File: config.mk
export PLATFORM = sky130hd
export DESIGN_NAME = vector_setpoint_step_limiter_core
export DESIGN_NICKNAME = d
export VERILOG_FILES = /design/src/sv/vssl_pkg.sv /design/src/sv/vector_setpoint_step_limiter_core.sv /design/src/sv/vssl_mul.sv /design/src/sv/vssl_sqrt.sv /design/src/sv/vssl_div.sv
export SDC_FILE = /design/constraint.sdc
export NUM_CORES = 2
export LEC_CHECK = 0
export ABC_AREA = 1
export BUFFER_PORTS_ARGS = -buffer_cell sky130_fd_sc_hd__buf_4
export CORE_ASPECT_RATIO = 1.4
export CORE_MARGIN = 2
export CORE_UTILIZATION = 35
export CTS_BUF_LIST = sky130_fd_sc_hd__clkbuf_8
export DETAILED_ROUTE_END_ITERATION = 7
export GPL_TIMING_DRIVEN = 0
export SYNTH_ARGS = -nofsm -noshare
export SYNTH_HDL_FRONTEND = slang
export SYNTH_SLANG_ARGS = --single-unit
File: constraint.sdc
create_clock -name clk -period 15.37 [get_ports clk]
set_input_delay 1.537 -clock clk [delete_from_list [all_inputs] [get_ports clk]]
set_output_delay 1.537 -clock clk [all_outputs]
set_load 0.005 [all_outputs]
File: src/sv/vssl_pkg.sv
`timescale 1ns / 1ps
// ---------------------------------------------------------------------------
// vssl_pkg - shared definitions for the vector setpoint step limiter
// Register indexes, reset values, opcodes, sequencer states and helpers.
// ---------------------------------------------------------------------------
package vssl_pkg;

    // default parameter values
    localparam int COORD_BITS_DEF = 32;
    localparam int FRAC_BITS_DEF  = 16;

    // configuration port
    localparam int CFG_IDX_W  = 2;
    localparam int CFG_DATA_W = 32;
    localparam logic [CFG_IDX_W-1:0] CFG_SPEED_CAP     = 2'd0;
    localparam logic [CFG_IDX_W-1:0] CFG_TICK_PERIOD   = 2'd1;
    localparam logic [CFG_IDX_W-1:0] CFG_DISTANCE_MODE = 2'd2;

    localparam int SPEED_W = 32;
    localparam int TICK_W  = 16;

    localparam logic [SPEED_W-1:0] SPEED_CAP_RST   = 32'd98304;
    localparam logic [TICK_W-1:0]  TICK_PERIOD_RST = 16'd655;
    localparam logic               MODE_RST        = 1'b0;

    localparam logic MODE_PLANAR = 1'b0;

    // beat opcodes
    localparam logic OP_SET_TARGET = 1'b0;
    localparam logic OP_TICK       = 1'b1;

    // port width of a coordinate
    localparam int PORT_W = 32;

    typedef enum logic [3:0] {
        ST_IDLE,
        ST_LIM,
        ST_LIM2,
        ST_SQ,
        ST_DECIDE,
        ST_SQRT,
        ST_STEP_MUL,
        ST_STEP_DIV,
        ST_FINISH
    } vssl_state_t;

    function automatic int max2(input int a, input int b);
        return (a > b) ? a : b;
    endfunction

endpackage

File: src/sv/vector_setpoint_step_limiter_core.sv
`timescale 1ns / 1ps
// ---------------------------------------------------------------------------
// vector_setpoint_step_limiter_core - Euclidean position step limiter
// Holds a target and the last output; each tick moves towards the target by
// at most the speed cap times the tick period.
// ---------------------------------------------------------------------------
// Usage:
//   Input channel (in_valid/in_ready) carries opcode and target_x/y/z.
//   A set-target beat stores the target and gives no result.
//   A tick beat produces one result beat (out_x/y/z, was_limited) on the
//   output channel (out_valid/out_ready).
//   Config writes (cfg_we, cfg_index, cfg_data) are taken at any clock edge.
// Datapath (MW = max(COORD_BITS, 48-FRAC_BITS, 32)):
//   A tick measures 2 or 3 axes, by distance mode, on one shared MW-bit
//   bit-serial multiplier, a root unit and a restoring divider. The input
//   accepts only between ticks, one tick at a time; the next beat can be
//   taken the cycle after the result is registered.
// Reset: target and last output clear to zero, registers take defaults.
// Stall: a finished result waits in the output register; set-target beats
//   are still accepted, a following tick holds in its last step until the
//   output register is free.
// ---------------------------------------------------------------------------
module vector_setpoint_step_limiter_core #(
    parameter int COORD_BITS = vssl_pkg::COORD_BITS_DEF,
    parameter int FRAC_BITS  = vssl_pkg::FRAC_BITS_DEF
) (
    input  logic                              clk,
    input  logic                              rst_n,
    // configuration
    input  logic                              cfg_we,
    input  logic [vssl_pkg::CFG_IDX_W-1:0]    cfg_index,
    input  logic [vssl_pkg::CFG_DATA_W-1:0]   cfg_data,
    // input channel
    input  logic                              in_valid,
    output logic                              in_ready,
    input  logic                              opcode,
    input  logic signed [vssl_pkg::PORT_W-1:0] target_x,
    input  logic signed [vssl_pkg::PORT_W-1:0] target_y,
    input  logic signed [vssl_pkg::PORT_W-1:0] target_z,
    // output channel
    output logic                              out_valid,
    input  logic                              out_ready,
    output logic signed [vssl_pkg::PORT_W-1:0] out_x,
    output logic signed [vssl_pkg::PORT_W-1:0] out_y,
    output logic signed [vssl_pkg::PORT_W-1:0] out_z,
    output logic                              was_limited
);
    import vssl_pkg::*;

    localparam int C      = COORD_BITS;
    localparam int F      = FRAC_BITS;
    localparam int PROD_W = SPEED_W + TICK_W;
    localparam int LIM_W  = PROD_W - F;
    localparam int MW     = max2(max2(C, LIM_W), SPEED_W);
    localparam int D2_W   = 2 * C;
    localparam int CMP_W  = max2(D2_W, 2 * LIM_W);
    localparam int NUM_W  = C + LIM_W;
    localparam int SAT_W  = max2(max2(C, LIM_W) + 2, PORT_W);
    localparam int OUT_W  = max2(C, PORT_W);

    vssl_state_t state_reg, state_next;
    logic        go_reg, go_next;

    logic [SPEED_W-1:0] speed_cap_reg;
    logic [TICK_W-1:0]  tick_reg;
    logic               mode_reg;

    logic [C-1:0]     goal_reg [3];
    logic [C-1:0]     last_reg [3];
    logic [C-1:0]     res_reg  [3];
    logic [1:0]       axis_reg;
    logic [LIM_W-1:0] lim_reg;
    logic [2*LIM_W-1:0] lim2_reg;
    logic [D2_W-1:0]  dist2_reg;
    logic             clipped_reg;

    logic             out_valid_reg;
    logic [PORT_W-1:0] out_x_reg, out_y_reg, out_z_reg;
    logic             was_limited_reg;

    logic [C-1:0]     d_all [3];
    logic [C-1:0]     in_sat [3];
    logic [C-1:0]     d_sel;
    logic [C-1:0]     mag_sel;
    logic [1:0]       last_axis;
    logic             lim_zero;
    logic             in_limit;
    logic             out_free;
    logic [SAT_W-1:0] step_sum;
    logic [C-1:0]     step_sat;

    logic             mul_start, mul_done;
    logic [MW-1:0]    mul_a, mul_b;
    logic [2*MW-1:0]  mul_prod;
    logic             sqrt_start, sqrt_done;
    logic [C-1:0]     root_dist;
    logic             div_start, div_done;
    logic [NUM_W-1:0] div_q;

    // saturate a sign-extended value to the coordinate width
    function automatic logic [C-1:0] sat_c(input logic [SAT_W-1:0] v);
        logic [SAT_W-C:0] top;
        top = v[SAT_W-1:C-1];
        if ((&top) || !(|top))
            return v[C-1:0];
        else if (v[SAT_W-1])
            return {1'b1, {(C-1){1'b0}}};
        else
            return {1'b0, {(C-1){1'b1}}};
    endfunction

    // deltas, input saturation and per-axis selection
    always_comb
    begin
        in_sat[0] = sat_c(SAT_W'(target_x));
        in_sat[1] = sat_c(SAT_W'(target_y));
        in_sat[2] = sat_c(SAT_W'(target_z));
        for (int i = 0; i < 3; i++)
        begin
            d_all[i] = sat_c(SAT_W'($signed(goal_reg[i])) - SAT_W'($signed(last_reg[i])));
        end
        d_sel     = d_all[axis_reg];
        mag_sel   = d_sel[C-1] ? (~d_sel + 1'b1) : d_sel;
        last_axis = (mode_reg == MODE_PLANAR) ? 2'd1 : 2'd2;
        lim_zero  = (lim_reg == '0);
        in_limit  = (CMP_W'(dist2_reg) < CMP_W'(lim2_reg));
        out_free  = !out_valid_reg || out_ready;
    end

    // moved axis: last +/- quotient, saturated
    always_comb
    begin
        if (d_sel[C-1])
            step_sum = SAT_W'($signed(last_reg[axis_reg])) - SAT_W'(div_q[LIM_W-1:0]);
        else
            step_sum = SAT_W'($signed(last_reg[axis_reg])) + SAT_W'(div_q[LIM_W-1:0]);
        step_sat = sat_c(step_sum);
    end

    // next state
    always_comb
    begin
        state_next = state_reg;
        unique case (state_reg)
            ST_IDLE:
                if (in_valid && (opcode == OP_TICK))
                    state_next = ST_LIM;
            ST_LIM:
                if (mul_done)
                    state_next = ST_LIM2;
            ST_LIM2:
                if (mul_done)
                    state_next = ST_SQ;
            ST_SQ:
                if (mul_done && (axis_reg == last_axis))
                    state_next = ST_DECIDE;
            ST_DECIDE:
                state_next = (lim_zero || in_limit) ? ST_FINISH : ST_SQRT;
            ST_SQRT:
                if (sqrt_done)
                    state_next = ST_STEP_MUL;
            ST_STEP_MUL:
                if (mul_done)
                    state_next = ST_STEP_DIV;
            ST_STEP_DIV:
                if (div_done)
                    state_next = (axis_reg == last_axis) ? ST_FINISH : ST_STEP_MUL;
            ST_FINISH:
                if (out_free)
                    state_next = ST_IDLE;
            default:
                state_next = ST_IDLE;
        endcase

        // kick a unit on entry to its state, and again per axis of squares
        go_next = ((state_next == ST_LIM) || (state_next == ST_LIM2) ||
                   (state_next == ST_SQ) || (state_next == ST_SQRT) ||
                   (state_next == ST_STEP_MUL) || (state_next == ST_STEP_DIV)) &&
                  ((state_next != state_reg) || mul_done);
    end

    // outputs of the sequencer
    always_comb
    begin
        in_ready   = (state_reg == ST_IDLE);
        mul_start  = 1'b0;
        sqrt_start = 1'b0;
        div_start  = 1'b0;
        mul_a      = MW'(mag_sel);
        mul_b      = MW'(mag_sel);
        unique case (state_reg)
            ST_LIM:
            begin
                mul_start = go_reg;
                mul_a     = MW'(speed_cap_reg);
                mul_b     = MW'(tick_reg);
            end
            ST_LIM2:
            begin
                mul_start = go_reg;
                mul_a     = MW'(lim_reg);
                mul_b     = MW'(lim_reg);
            end
            ST_SQ:
                mul_start = go_reg;
            ST_SQRT:
                sqrt_start = go_reg;
            ST_STEP_MUL:
            begin
                mul_start = go_reg;
                mul_b     = MW'(lim_reg);
            end
            ST_STEP_DIV:
                div_start = go_reg;
            default:
            begin
            end
        endcase
    end

    // shared units
    vssl_mul #(.W(MW)) u_mul (
        .clk   (clk),
        .rst_n (rst_n),
        .start (mul_start),
        .a     (mul_a),
        .b     (mul_b),
        .done  (mul_done),
        .prod  (mul_prod)
    );

    vssl_sqrt #(.IN_W(D2_W)) u_sqrt (
        .clk   (clk),
        .rst_n (rst_n),
        .start (sqrt_start),
        .value (dist2_reg),
        .done  (sqrt_done),
        .root  (root_dist)
    );

    vssl_div #(.N_W(NUM_W), .D_W(C)) u_div (
        .clk      (clk),
        .rst_n    (rst_n),
        .start    (div_start),
        .dividend (mul_prod[NUM_W-1:0]),
        .divisor  (root_dist),
        .done     (div_done),
        .quotient (div_q)
    );

    // state, configuration and datapath registers
    always_ff @(posedge clk or negedge rst_n)
    begin
        if (!rst_n)
        begin
            state_reg     <= ST_IDLE;
            go_reg        <= 1'b0;
            speed_cap_reg <= SPEED_CAP_RST;
            tick_reg      <= TICK_PERIOD_RST;
            mode_reg      <= MODE_RST;
            out_valid_reg <= 1'b0;
            axis_reg      <= '0;
            for (int i = 0; i < 3; i++)
            begin
                goal_reg[i] <= '0;
                last_reg[i] <= '0;
            end
        end
        else
        begin
            state_reg <= state_next;
            go_reg    <= go_next;

            if (cfg_we)
            begin
                unique case (cfg_index)
                    CFG_SPEED_CAP:     speed_cap_reg <= cfg_data[SPEED_W-1:0];
                    CFG_TICK_PERIOD:   tick_reg      <= cfg_data[TICK_W-1:0];
                    CFG_DISTANCE_MODE: mode_reg      <= cfg_data[0];
                    default:
                    begin
                    end
                endcase
            end

            // result register: load on finish, clear once taken
            if ((state_reg == ST_FINISH) && out_free)
                out_valid_reg <= 1'b1;
            else if (out_ready)
                out_valid_reg <= 1'b0;

            unique case (state_reg)
                ST_IDLE:
                    if (in_valid)
                    begin
                        if (opcode == OP_SET_TARGET)
                        begin
                            for (int i = 0; i < 3; i++)
                                goal_reg[i] <= in_sat[i];
                        end
                        else
                        begin
                            axis_reg  <= '0;
                            dist2_reg <= '0;
                        end
                    end
                ST_LIM:
                    if (mul_done)
                        lim_reg <= mul_prod[F +: LIM_W];
                ST_LIM2:
                    if (mul_done)
                        lim2_reg <= mul_prod[2*LIM_W-1:0];
                ST_SQ:
                    if (mul_done)
                    begin
                        dist2_reg <= dist2_reg + mul_prod[D2_W-1:0];
                        axis_reg  <= axis_reg + 1'b1;
                    end
                ST_DECIDE:
                begin
                    axis_reg <= '0;
                    if (lim_zero)
                    begin
                        res_reg     <= last_reg;
                        clipped_reg <= (dist2_reg != '0);
                    end
                    else if (in_limit)
                    begin
                        res_reg     <= goal_reg;
                        clipped_reg <= 1'b0;
                    end
                    else
                    begin
                        res_reg     <= last_reg;
                        clipped_reg <= 1'b1;
                    end
                end
                ST_STEP_DIV:
                    if (div_done)
                    begin
                        res_reg[axis_reg] <= step_sat;
                        axis_reg          <= axis_reg + 1'b1;
                    end
                ST_FINISH:
                    if (out_free)
                    begin
                        out_x_reg       <= PORT_W'(OUT_W'($signed(res_reg[0])));
                        out_y_reg       <= PORT_W'(OUT_W'($signed(res_reg[1])));
                        out_z_reg       <= PORT_W'(OUT_W'($signed(res_reg[2])));
                        was_limited_reg <= clipped_reg;
                        last_reg        <= res_reg;
                    end
                default:
                begin
                end
            endcase
        end
    end

    assign out_valid   = out_valid_reg;
    assign out_x       = out_x_reg;
    assign out_y       = out_y_reg;
    assign out_z       = out_z_reg;
    assign was_limited = was_limited_reg;

endmodule

File: src/sv/vssl_mul.sv
`timescale 1ns / 1ps
// ---------------------------------------------------------------------------
// vssl_mul - bit-serial shift-add multiplier
// Unsigned W x W product, one multiplier bit per cycle, done pulse at end.
// ---------------------------------------------------------------------------
module vssl_mul #(
    parameter int W = 32
) (
    input  logic           clk,
    input  logic           rst_n,
    input  logic           start,
    input  logic [W-1:0]   a,
    input  logic [W-1:0]   b,
    output logic           done,
    output logic [2*W-1:0] prod
);
    localparam int CW = $clog2(W);

    logic          busy_reg;
    logic          done_reg;
    logic [CW-1:0] cnt_reg;
    logic [W-1:0]  a_reg;
    logic [W-1:0]  hi_reg;
    logic [W-1:0]  lo_reg;
    logic [W:0]    sum_next;

    // add the multiplicand when the current multiplier bit is set
    always_comb
    begin
        sum_next = lo_reg[0] ? ({1'b0, hi_reg} + {1'b0, a_reg}) : {1'b0, hi_reg};
    end

    always_ff @(posedge clk or negedge rst_n)
    begin
        if (!rst_n)
        begin
            busy_reg <= 1'b0;
            done_reg <= 1'b0;
            cnt_reg  <= '0;
        end
        else if (start)
        begin
            busy_reg <= 1'b1;
            done_reg <= 1'b0;
            cnt_reg  <= '0;
        end
        else if (busy_reg)
        begin
            cnt_reg <= cnt_reg + 1'b1;
            if (cnt_reg == CW'(W - 1))
            begin
                busy_reg <= 1'b0;
                done_reg <= 1'b1;
            end
        end
        else
        begin
            done_reg <= 1'b0;
        end
    end

    // payload shift register
    always_ff @(posedge clk)
    begin
        if (start)
        begin
            a_reg  <= a;
            hi_reg <= '0;
            lo_reg <= b;
        end
        else if (busy_reg)
        begin
            hi_reg <= sum_next[W:1];
            lo_reg <= {sum_next[0], lo_reg[W-1:1]};
        end
    end

    assign done = done_reg;
    assign prod = {hi_reg, lo_reg};

endmodule

File: src/sv/vssl_sqrt.sv
`timescale 1ns / 1ps
// ---------------------------------------------------------------------------
// vssl_sqrt - digit-by-digit integer square root
// Floor root of an IN_W-bit value, one root bit per cycle.
// ---------------------------------------------------------------------------
module vssl_sqrt #(
    parameter int IN_W = 64
) (
    input  logic              clk,
    input  logic              rst_n,
    input  logic              start,
    input  logic [IN_W-1:0]   value,
    output logic              done,
    output logic [IN_W/2-1:0] root
);
    localparam int R  = IN_W / 2;
    localparam int CW = $clog2(R);

    logic          busy_reg;
    logic          done_reg;
    logic [CW-1:0] cnt_reg;
    logic [IN_W-1:0] n_reg;
    logic [R:0]    rem_reg;
    logic [R-1:0]  root_reg;
    logic [R+2:0]  t_next;
    logic [R+2:0]  trial_next;
    logic [R+2:0]  diff_next;
    logic          ge_next;

    // bring down two bits, try root*4+1
    always_comb
    begin
        t_next     = {rem_reg, n_reg[IN_W-1 -: 2]};
        trial_next = {1'b0, root_reg, 2'b01};
        diff_next  = t_next - trial_next;
        ge_next    = (t_next >= trial_next);
    end

    always_ff @(posedge clk or negedge rst_n)
    begin
        if (!rst_n)
        begin
            busy_reg <= 1'b0;
            done_reg <= 1'b0;
            cnt_reg  <= '0;
        end
        else if (start)
        begin
            busy_reg <= 1'b1;
            done_reg <= 1'b0;
            cnt_reg  <= '0;
        end
        else if (busy_reg)
        begin
            cnt_reg <= cnt_reg + 1'b1;
            if (cnt_reg == CW'(R - 1))
            begin
                busy_reg <= 1'b0;
                done_reg <= 1'b1;
            end
        end
        else
        begin
            done_reg <= 1'b0;
        end
    end

    always_ff @(posedge clk)
    begin
        if (start)
        begin
            n_reg    <= value;
            rem_reg  <= '0;
            root_reg <= '0;
        end
        else if (busy_reg)
        begin
            n_reg    <= {n_reg[IN_W-3:0], 2'b00};
            rem_reg  <= ge_next ? diff_next[R:0] : t_next[R:0];
            root_reg <= {root_reg[R-2:0], ge_next};
        end
    end

    assign done = done_reg;
    assign root = root_reg;

endmodule

File: src/sv/vssl_div.sv
`timescale 1ns / 1ps
// ---------------------------------------------------------------------------
// vssl_div - restoring divider
// Unsigned N_W-bit dividend over D_W-bit divisor, one quotient bit a cycle.
// ---------------------------------------------------------------------------
module vssl_div #(
    parameter int N_W = 64,
    parameter int D_W = 32
) (
    input  logic           clk,
    input  logic           rst_n,
    input  logic           start,
    input  logic [N_W-1:0] dividend,
    input  logic [D_W-1:0] divisor,
    output logic           done,
    output logic [N_W-1:0] quotient
);
    localparam int CW = $clog2(N_W);

    logic           busy_reg;
    logic           done_reg;
    logic [CW-1:0]  cnt_reg;
    logic [N_W-1:0] n_reg;
    logic [D_W-1:0] d_reg;
    logic [D_W-1:0] rem_reg;
    logic [D_W:0]   t_next;
    logic [D_W:0]   diff_next;
    logic           ge_next;

    // shift in the next dividend bit and try a subtract
    always_comb
    begin
        t_next    = {rem_reg, n_reg[N_W-1]};
        diff_next = t_next - {1'b0, d_reg};
        ge_next   = (t_next >= {1'b0, d_reg});
    end

    always_ff @(posedge clk or negedge rst_n)
    begin
        if (!rst_n)
        begin
            busy_reg <= 1'b0;
            done_reg <= 1'b0;
            cnt_reg  <= '0;
        end
        else if (start)
        begin
            busy_reg <= 1'b1;
            done_reg <= 1'b0;
            cnt_reg  <= '0;
        end
        else if (busy_reg)
        begin
            cnt_reg <= cnt_reg + 1'b1;
            if (cnt_reg == CW'(N_W - 1))
            begin
                busy_reg <= 1'b0;
                done_reg <= 1'b1;
            end
        end
        else
        begin
            done_reg <= 1'b0;
        end
    end

    always_ff @(posedge clk)
    begin
        if (start)
        begin
            n_reg   <= dividend;
            d_reg   <= divisor;
            rem_reg <= '0;
        end
        else if (busy_reg)
        begin
            n_reg   <= {n_reg[N_W-2:0], ge_next};
            rem_reg <= ge_next ? diff_next[D_W-1:0] : t_next[D_W-1:0];
        end
    end

    assign done     = done_reg;
    assign quotient = n_reg;

endmodule
==> impl_metrics.json <==
{
  "outcome": "completed",
  "path_class": "reg -> reg",
  "r2r_cells": 37,
  "die_height_um": 496,
  "h-tree-depth": 4,
  "r2r_end": "res_reg[2]",
  "async_flop_share_pct": 27.7,
  "synth_top_cell_area_share_pct": 28.6,
  "yosys_warnings": 0,
  "syn2layout_area_growth_pct": 14.4,
  "hold_buffers": 0,
  "ys_ff_latch": 978,
  "antenna_found_initial": 13,
  "cts_made_buffers": 163,
  "drv_slew": 0,
  "required_ps": 16130,
  "post-route-period-util_pct": 55.3,
  "crit_top_cell": "nand2_1",
  "grt_pass1_wl_um": 368000,
  "p_per_area_mw_per_mm2": 214,
  "setup_viol": 0,
  "crit_buf_inv": 4,
  "path_clk_slew_ps": 90,
  "grt_max_degree": 75,
  "dieWidth_um": 356,
  "grt.overflow.total": 0,
  "post-cts-setup-buffers": 0,
  "place.gp.congestion": 1.07,
  "regToRegSetupSlack_ps": 6860,
  "synth_cell_types": 77,
  "p_leak_nw": 31.7,
  "syn_area_mm2": 0.0606,
  "vdd_ir_drop_max_v": 0.000240,
  "synth_common_cells": "nand2_1, inv_1, a21oi_1",
  "maxSlewHeadroom_pct": 4.61,
  "start_util_pct": 35.3,
  "place_ws_ps": 7130,
  "critPathMaxFanout": 10,
  "report.power.total_w": 0.0149,
  "crit_slowest_cell": "o21ai_1",
  "rsz0062_at_grt": "no",
  "port_buffers": 234,
  "routed_wl_um": 259000,
  "vias": 54499,
  "startpoint": "goal_reg[0]",
  "rows": 180,
  "core_mm2": 0.172,
  "clock_path_buffers": 3,
  "worstMarginPinSlew_ps": 1420,
  "synthFlopType": "edfxtp_1",
  "crit_family": "simple AND/OR/NAND/NOR gates",
  "slowest_delay_ps": 670,
  "postRouteAntennaNets": 0,
  "cts_tree": "yes",
  "yosysTopAreaCell": "edfxtp_1",
  "die_area_mm2": 0.176,
  "synth_area_leaders": "edfxtp_1, nand2_1, dfrtp_1",
  "cts-resized-gates": 0,
  "reg2reg_from": "goal_reg[0]",
  "fin_cells": 10272,
  "syn_inst": 7428,
  "synth.most_common_cell": "nand2_1",
  "clock.fmax_mhz": 118,
  "grt_pass1_vias": 54339,
  "setup_tns_ps": 0,
  "synthesis.nets": 7934,
  "multiInputGateArea_mm2": 0.0294,
  "hold_viol": 0,
  "min_period_ps": 8510,
  "fillers": 17582,
  "drt-initial-drc-count": 4675,
  "cts.sinks": 978,
  "synth_edf_count": 578,
  "final_nets": 8355,
  "clock_skew_ps": 89.1,
  "hp-class": "reg -> reg",
  "grt_usage_pct": 29.0,
  "viasPerCell": 5.31,
  "dp_cells": 9959,
  "firstDrtPassIters": 8,
  "cap_violations": 0,
  "regArea_mm2": 0.0267,
  "end_kind": "register",
  "clk_latency_ps": 990,
  "ys_seq_area_share_pct": 44.1,
  "cts_root_buffer": "clkbuf_8",
  "io_pins": 235,
  "endpoint": "res_reg[2]",
  "crit_arrival_ps": 9270,
  "synth.avg_cell_area_um2": 8.16,
  "wire_per_inst_um": 25.3,
  "drive_above_1_share_pct": 10.3,
  "setup_ws_ps": 6860,
  "hpwl_um": 213000,
  "cp-start-kind": "register",
  "cp_num_cells": 37,
  "drc": 0
}
-- metrics by stage --
step | hold WS [ps] | area (um2) | util (%)
detailed placement | 424 | 65700 | 38.2
CTS | 409 | 69300 | 40.3
floorplan | 400 | 60600 | -
global placement | 435 | 65200 | 37.9
global route | 436 | 69300 | 40.3
finish | 409 | 69300 | 40.3
-- cell usage in the layout (no fill, tap or decap), types with 59 or more instances in the layout --
cell	instances
xor2_1	128
clkbuf_1	180
xnor2_1	86
buf_4	247
clkbuf_8	178
edfxtp_1	578
nand3_1	376
dfrtp_1	263
nor3_1	63
mux2_2	108
o21ai_0	518
a21oi_1	709
inv_1	951
a31oi_1	59
nor2_1	559
nand2_1	1762
dfxtp_1	129
ha_1	363
-- report_power, final --
part	internal, W	switching [W]
Combinational	0.00225	0.00618
Clock	0.00142	0.00121
Sequential	0.00323	0.000565
Total	0.00690	0.00796
-- kinds of logic after synthesis --
kind of cell / after synthesis / synth area share [%]
AOI/OAI and AO/OA: 1613 / 14.9
muxes: 108 / 2.01
DFF: 978 / 44.1
adders and majority gates: 370 / 7.73
buffers and inverters: 1159 / 7.52
xor gates and xnor gates: 216 / 3.15
and+or+nand+nor: 2984 / 20.6
-- final cells by class --
class	count	area share, %
flip-flops and latches	978	38.6
clock inverters	128	1.66
multi-input cells	5291	42.4
repair buffers	256	3.11
well taps	2275	4.11
clock buffers	178	3.54
inverters	925	5.01
plain buffers	234	1.57
diodes	7	0.0253
-- per-layer routing --
layer	vias up	part of all wire (%)	global-route usage, %
li1	25998	-	-
met1	25954	36	30.7
met2	1892	49	50.4
met3	651	5.2	4.34
met4	4	10	24.8
met5	-	0.0073	0
-- worst min path at each step --
stage | end | slack (ps) | depth (start not counted) | from
floorplan | was_limited | 400 | 0 | clipped_reg
global placement | was_limited | 440 | 0 | clipped_reg
global route | out_x[19] | 440 | 0 | res_reg[83]
detailed placement | was_limited | 420 | 0 | clipped_reg
finish | was_limited | 410 | 0 | clipped_reg
CTS | was_limited | 410 | 0 | clipped_reg
-- worst register-to-register path, delay by kind of cell (launching register included) --
kind | cells | cell delay (ps)
AO/OA/AOI/OAI | 7 | 1870
XOR/XNOR | 2 | 580
AND/OR/NAND/NOR | 21 | 3020
adder cells (fa/ha/maj) | 3 | 970
buffers and inverters | 4 | 1460
flip-flops | 1 | 380
Power figures use the tool's default switching activity.
